--- src/ots_pkg.sv ---
package ots_pkg;

  localparam int LEN_W  = 16;
  localparam int TRIM_W = 8;
  localparam int STEP_W = 7;
  localparam int IDX_W  = 8;

  typedef logic [IDX_W-1:0] reg_idx_t;

  localparam reg_idx_t REG_TARGET_LENGTH = 8'd0;
  localparam reg_idx_t REG_START_TRIM    = 8'd1;

  localparam logic [LEN_W-1:0]  TARGET_LENGTH_RESET = 16'd2356;
  localparam logic [TRIM_W-1:0] START_TRIM_RESET    = 8'd101;
  localparam logic [LEN_W-1:0]  DEVIATION_MAX       = 16'hFFFF;

  typedef struct packed {
    logic [LEN_W-1:0] frame_length;
    logic             restart;
  } item_t;

  typedef struct packed {
    logic [TRIM_W-1:0] trim;
    logic              done_res;
  } result_t;

endpackage

--- src/oscillator_trim_search.sv ---
// Oscillator trim search.
// Feed one measured frame length per word on the s_axis channel; tuser[0]
// marks a measurement taken at start_trim and begins a new search. Every
// accepted word yields exactly one m_axis word: the trim to apply next, or,
// with done set in tuser[0], the best trim found. After a restart the trim
// moves by INITIAL_STEP, then by half the step on each later measurement
// until the step reaches zero.
// An accepted word goes through the input register, then the state
// update, which loads the result register in the same cycle, so a
// word is taken every cycle while the receiver takes results.
// When the receiver stalls the result register holds, the input register
// fills, and s_axis_tready drops once both are occupied.
// Reset clears both stages and loads target_length 2356, start_trim 101
// and the idle state, whose result is trim 101 with done set.
// Write the cfg channel (index 0 target_length, 1 start_trim, others
// ignored) only while no word is in flight; cfg_ready is always high.
module oscillator_trim_search #(
  parameter int INITIAL_STEP = 8
) (
  input  logic        clk,
  input  logic        rst,
  input  logic        s_axis_tvalid,
  output logic        s_axis_tready,
  input  logic [15:0] s_axis_tdata,   // [15:0] frame_length
  input  logic [0:0]  s_axis_tuser,   // [0] restart
  output logic        m_axis_tvalid,
  input  logic        m_axis_tready,
  output logic [7:0]  m_axis_tdata,   // [7:0] trim
  output logic [0:0]  m_axis_tuser,   // [0] done_res
  input  logic        cfg_valid,
  output logic        cfg_ready,
  input  logic [ots_pkg::IDX_W-1:0] cfg_index,
  input  logic [15:0] cfg_data
);
  import ots_pkg::*;

  logic [LEN_W-1:0]  target_length;
  logic [TRIM_W-1:0] start_trim;

  item_t   in_item, held_item;
  result_t core_result;
  logic    held_valid, held_take;

  assign cfg_ready = 1'b1;

  always_ff @(posedge clk) begin
    if (rst) begin
      target_length <= TARGET_LENGTH_RESET;
      start_trim    <= START_TRIM_RESET;
    end else if (cfg_valid && cfg_ready) begin
      case (cfg_index)
        REG_TARGET_LENGTH: target_length <= cfg_data;
        REG_START_TRIM:    start_trim    <= cfg_data[TRIM_W-1:0];
        default: ;
      endcase
    end
  end

  assign in_item.frame_length = s_axis_tdata;
  assign in_item.restart      = s_axis_tuser[0];

  // advance the held word when the result register is free or drains
  assign held_take = held_valid && (!m_axis_tvalid || m_axis_tready);

  ots_in_stage u_in_stage (
    .clk        (clk),
    .rst        (rst),
    .in_valid   (s_axis_tvalid),
    .in_ready   (s_axis_tready),
    .in_item    (in_item),
    .held_valid (held_valid),
    .held_take  (held_take),
    .held_item  (held_item)
  );

  ots_core #(
    .INITIAL_STEP (INITIAL_STEP)
  ) u_core (
    .clk           (clk),
    .rst           (rst),
    .en            (held_take),
    .item          (held_item),
    .target_length (target_length),
    .start_trim    (start_trim),
    .result        (core_result)
  );

  always_ff @(posedge clk) begin
    if (rst) begin
      m_axis_tvalid <= 1'b0;
    end else if (!m_axis_tvalid || m_axis_tready) begin
      m_axis_tvalid <= held_valid;
    end
  end

  always_ff @(posedge clk) begin
    if (held_take) begin
      m_axis_tdata    <= core_result.trim;
      m_axis_tuser[0] <= core_result.done_res;
    end
  end

endmodule

--- src/ots_in_stage.sv ---
module ots_in_stage (
  input  logic          clk,
  input  logic          rst,
  input  logic          in_valid,
  output logic          in_ready,
  input  ots_pkg::item_t in_item,
  output logic          held_valid,
  input  logic          held_take,
  output ots_pkg::item_t held_item
);
  import ots_pkg::*;

  assign in_ready = !held_valid || held_take;

  always_ff @(posedge clk) begin
    if (rst) begin
      held_valid <= 1'b0;
    end else if (in_ready) begin
      held_valid <= in_valid;
    end
  end

  // load a new word whenever the slot is free or drains this cycle
  always_ff @(posedge clk) begin
    if (in_ready && in_valid) begin
      held_item <= in_item;
    end
  end

endmodule

--- src/ots_core.sv ---
module ots_core #(
  parameter int INITIAL_STEP = 8
) (
  input  logic                      clk,
  input  logic                      rst,
  input  logic                      en,
  input  ots_pkg::item_t            item,
  input  logic [ots_pkg::LEN_W-1:0]  target_length,
  input  logic [ots_pkg::TRIM_W-1:0] start_trim,
  output ots_pkg::result_t          result
);
  import ots_pkg::*;

  localparam logic [STEP_W-1:0] STEP_INIT = STEP_W'(INITIAL_STEP);

  logic [TRIM_W-1:0] test_trim, test_trim_next;
  logic [TRIM_W-1:0] best_trim, best_trim_next;
  logic [LEN_W-1:0]  best_deviation, best_deviation_next;
  logic [STEP_W-1:0] step_size, step_size_next;
  logic              searching, searching_next;

  logic              below;
  logic [LEN_W-1:0]  dev;
  logic [TRIM_W-1:0] base_trim;
  logic [STEP_W-1:0] move_step;
  logic [TRIM_W-1:0] moved_trim;

  assign below = item.frame_length < target_length;
  assign dev   = below ? (target_length - item.frame_length)
                       : (item.frame_length - target_length);

  assign base_trim  = item.restart ? start_trim : test_trim;
  assign move_step  = item.restart ? STEP_INIT : (step_size >> 1);
  assign moved_trim = below ? (base_trim + {1'b0, move_step})
                            : (base_trim - {1'b0, move_step});

  always_comb begin
    test_trim_next      = test_trim;
    best_trim_next      = best_trim;
    best_deviation_next = best_deviation;
    step_size_next      = step_size;
    searching_next      = searching;
    result.trim         = best_trim;
    result.done_res     = 1'b1;
    if (item.restart) begin
      best_trim_next      = start_trim;
      best_deviation_next = DEVIATION_MAX;
      step_size_next      = move_step;
      searching_next      = move_step != '0;
      if (move_step != '0) begin
        test_trim_next  = moved_trim;
        result.trim     = moved_trim;
        result.done_res = 1'b0;
      end else begin
        test_trim_next = start_trim;
        result.trim    = start_trim;
      end
    end else if (searching) begin
      if (dev < best_deviation) begin
        best_deviation_next = dev;
        best_trim_next      = test_trim;
        result.trim         = test_trim;
      end
      step_size_next = move_step;
      if (move_step == '0) begin
        searching_next = 1'b0;
      end else begin
        test_trim_next  = moved_trim;
        result.trim     = moved_trim;
        result.done_res = 1'b0;
      end
    end
  end

  always_ff @(posedge clk) begin
    if (rst) begin
      test_trim      <= START_TRIM_RESET;
      best_trim      <= START_TRIM_RESET;
      best_deviation <= DEVIATION_MAX;
      step_size      <= '0;
      searching      <= 1'b0;
    end else if (en) begin
      test_trim      <= test_trim_next;
      best_trim      <= best_trim_next;
      best_deviation <= best_deviation_next;
      step_size      <= step_size_next;
      searching      <= searching_next;
    end
  end

endmodule

--- config.mk ---
export PLATFORM = sky130hd
export DESIGN_NAME = oscillator_trim_search
export DESIGN_NICKNAME = d
export VERILOG_FILES = /design/src/ots_pkg.sv /design/src/oscillator_trim_search.sv /design/src/ots_in_stage.sv /design/src/ots_core.sv
export SDC_FILE = /design/constraint.sdc
export NUM_CORES = 1
export LEC_CHECK = 0
export ABC_AREA = 1
export BUFFER_PORTS_ARGS = -buffer_cell sky130_fd_sc_hd__buf_2
export CAP_MARGIN = 25
export CORE_UTILIZATION = 40
export DETAILED_ROUTE_END_ITERATION = 16
export GPL_TIMING_DRIVEN = 0
export MAX_ROUTING_LAYER = met4
export PLACE_DENSITY = 0.63
export SKIP_LAST_GASP = 1
export SYNTH_ARGS = -nofsm -noshare
export SYNTH_HDL_FRONTEND = slang
export SYNTH_HIERARCHICAL = 1
export SYNTH_SLANG_ARGS = --single-unit
--- constraint.sdc ---
create_clock -name clk -period 10.07 [get_ports clk]
set_input_delay 1.007 -clock clk [delete_from_list [all_inputs] [get_ports clk]]
set_output_delay 1.007 -clock clk [all_outputs]
set_load 0.1 [all_outputs]
==> results.toml <==
[setup_path]
required_ps = 10320
critPathMaxFanout = 10
reg2reg_slack_ps = 5930
crit_family = "simple AND/OR/NAND/NOR gates"
worstSetupEndpointType = "register"
max_stage_delay_ps = 450
crit_slowest_cell = "dfxtp_1"
crit_buf_inv = 6
timing.rr.start = "target_length[0]$_SDFFE_PP0P_"
startpoint_type = "register"
crit_top_cell = "nand2_1"
rr_worst_depth = 26
critPathKind = "reg2reg"
reg2reg_to = "u_core/best_deviation[15]$_SDFFE_PP1P_"
arrival_ps = 4390

[pwr]
ir_drop_v = 0.0000729
p_leak_uw = 0.00404
p_per_area_nw_per_um2 = 132

[cells_and_area]
syn2layout_area_growth_pct = 12.8
fillers = 1713
fin_area_um2 = 7630
drive_gt1_frac = 0.134
n_antenna_cell = 0
fin_util = 0.462
num-nets-final = 1194

[logic_synthesis]
yosys-top-cells-count = "322 x nand2_1, 168 x inv_1, 81 x nand3_1, 77 x a21oi_1"
synth_most_common_cell = "nand2_1"
synth_nets = 1126
ys_seq_area_frac = 0.299
synth_area_leaders = "dfxtp_1 18%, nand2_1 18%, edfxtp_1 12%"
syn_area_per_cell_um2 = 6.62
synth_largest_area_cell = "dfxtp_1"
ys_types = 44
netlist_area_um2 = 6770
synth_cells = 1022
synth_seq_cells = 88
yosys_warnings = 6
synth-edff-count = 26
synthFlopType = "dfxtp_1"
synthArstFlopShare = 0
synth_top_area_share = 0.183

[sta]
worst_slack_ps = 5930
hold_viol = 0
slew_headroom = 0.431
setup_violations = 0
max_freq_ghz = 0.242
slew_violations = 0
tightest_slew_ps = 853
fin_tns_setup_ps = 0
period_share = 0.411
finalHoldWorstSlack_ps = 461
layout_min_cycle_time_ps = 4140
finClkSkew_ps = 9.98
rsz0062_at_grt = "false"

[cts]
cts_buffers = 9
holdBufCountCts = 0
cts_tree = "done"
cts_setup_buffers = 0
cts_sinks = 88
htreeDepth = 3
clockBufferDepth = 2
cts_root_buf = "clkbuf_16"
clkTransAtPathRegs_ps = 60
post_cts_resized = 0
clk_latency_ps = 360

[hold_path]
holdPathStages = 2
min_from = "start_trim[0]$_SDFFE_PP1P_"
hold_class = "reg2reg"
holdPathEnd = "start_trim[0]$_SDFFE_PP1P_"

[placement]
numPortBuffers = 56
dpl_worst_slack_ps = 5950
place_area_um2 = 7340
dp_hpwl_mm = 13.5
gp_congestion = 0.926

[global_routing]
grt_pass1_vias = 5851
grt_max_degree = 16
grt_use_met1 = 0.286
antenna_found_initial = 0
use_met3 = 0.0300
track_usage = 0.216
met2_usage = 0.332
grt_most_used_layer = "met2"
grt_pass1_wl_mm = 28.7
grt_remaining_overflow = 0

[floorplan]
fp.dieH_um = 132
start_util = 0.409
core_um2 = 16500
die_w_um = 132
die-area_um2 = 17400
rows = 47
ios = 58

[route]
ant_nets = 0
via_count = 6317
dr.pass1.iters = 6
drt_iter0_drc = 442
viasPerCell = 4.80
wl_mm = 17.1
wl_per_cell_um = 13.0
drc = 0

[flow_run]
maxCapViolations = 0

[outcome]
outcome = "finished clean"
## worst register-to-register path, cell delays in order (launching register included)
cell and delay, ps:
dfxtp_1 450, ha_1 240, inv_1 80, fa_1 420, nand2_1 100, inv_2 40, nand2_1 60, nand2_2 100
nand2_1 100, nand2_2 80, nand2_4 90, nand2_4 70, inv_4 110, buf_6 160, nand2_1 60, nand2_1 100
inv_1 60, ha_1 280, a21oi_1 120, o21ai_0 150, a21oi_4 390, nand2_4 190, nand2_2 100, nand2_2 110
buf_6 190, a21oi_1 130, nand2_1 70
## registers in the layout, indices dropped and copies added, names as in the netlist, 3 cells and up
signal,count
target_length,16
u_in_stage/held_item,17
u_core/step_size,3
start_trim,8
u_core/test_trim,8
u_core/best_deviation,16
u_core/best_trim,8
m_axis_tdata,8
## cell type report
cell class / instances / area [um^2] / share of cell area
Buffer: 28 / 178 / 0.0233
Clock buffer: 10 / 250 / 0.0328
Clock inverter: 6 / 37.5 / 0.00492
Inverter: 179 / 674 / 0.0884
Multi-Input combinational cell: 727 / 3900 / 0.511
Sequential cell: 88 / 2020 / 0.265
Tap cell: 220 / 275 / 0.0361
Timing Repair Buffer: 57 / 295 / 0.0387
## metal layers
metal | vias to the layer above | share of wire
met4 | 0 | 0.026
met2 | 160 | 0.45
met3 | 30 | 0.045
met5 | - | 0
met1 | 2792 | 0.48
li1 | 3335 | -
## metrics by stage
stage | total power, uW | cells
5_1_grt | 1070 | 1315
2_1_floorplan | 614 | 1022
3_3_place_gp | 679 | 1298
3_5_place_dp | 682 | 1299
4_1_cts | 1020 | 1315
6_report | 1010 | 1315
## worst max-delay path by stage
stage,startpoint,to,slack (ps),cells past startpoint
3_5_place_dp,u_in_stage/held_item[1]$_DFFE_PP_,u_core/best_deviation[15]$_SDFFE_PP1P_,5950,27
2_1_floorplan,u_in_stage/held_item[1]$_DFFE_PP_,u_core/best_deviation[15]$_SDFFE_PP1P_,6650,27
5_1_grt,u_in_stage/held_item[1]$_DFFE_PP_,u_core/best_deviation[3]$_SDFFE_PP1P_,5600,27
6_report,target_length[0]$_SDFFE_PP0P_,u_core/best_deviation[15]$_SDFFE_PP1P_,5930,26
3_3_place_gp,m_axis_tready,u_in_stage/held_item[2]$_DFFE_PP_,5870,5
4_1_cts,u_in_stage/held_item[1]$_DFFE_PP_,u_core/best_deviation[15]$_SDFFE_PP1P_,5930,27
## power by group
group,internal [uW],leakage (uW),switching [uW]
sequential,386,0.000753,8.96
combinational,89.5,0.00314,191
clock,182,0.000148,148
total,658,0.00404,348
## cells in the final DEF (no fill, tap or decap), drive strengths merged
cell type    n
nand3       82
ha          55
fa           3
xor2        14
nor3         6
o211ai       1
a31o         1
or2          1
inv        181
o21bai       2
a31oi        1
o221ai       1
nand2      339
buf         79
nand3b       1
o21ai       42
conb         1
o31ai        1
clkinv       4
a21oi       82
and2         1
nor2        76
nand4       11
edfxtp      26
dfxtp       62
xnor2        4
clkbuf      16
o21a         2
## kinds of logic (layout without fill, tap and decap cells)
kind of cell,Yosys count,count (layout),synth area share
other,1,1,0.000554
DFF,88,88,0.299
xor gates and xnor gates,18,18,0.0233
and+or+nand+nor,517,517,0.335
AOI/OAI and AO/OA,133,133,0.106
adders and majority gates,58,58,0.111
buffers and inverters,207,280,0.126
(Power assumes the default switching activity.)
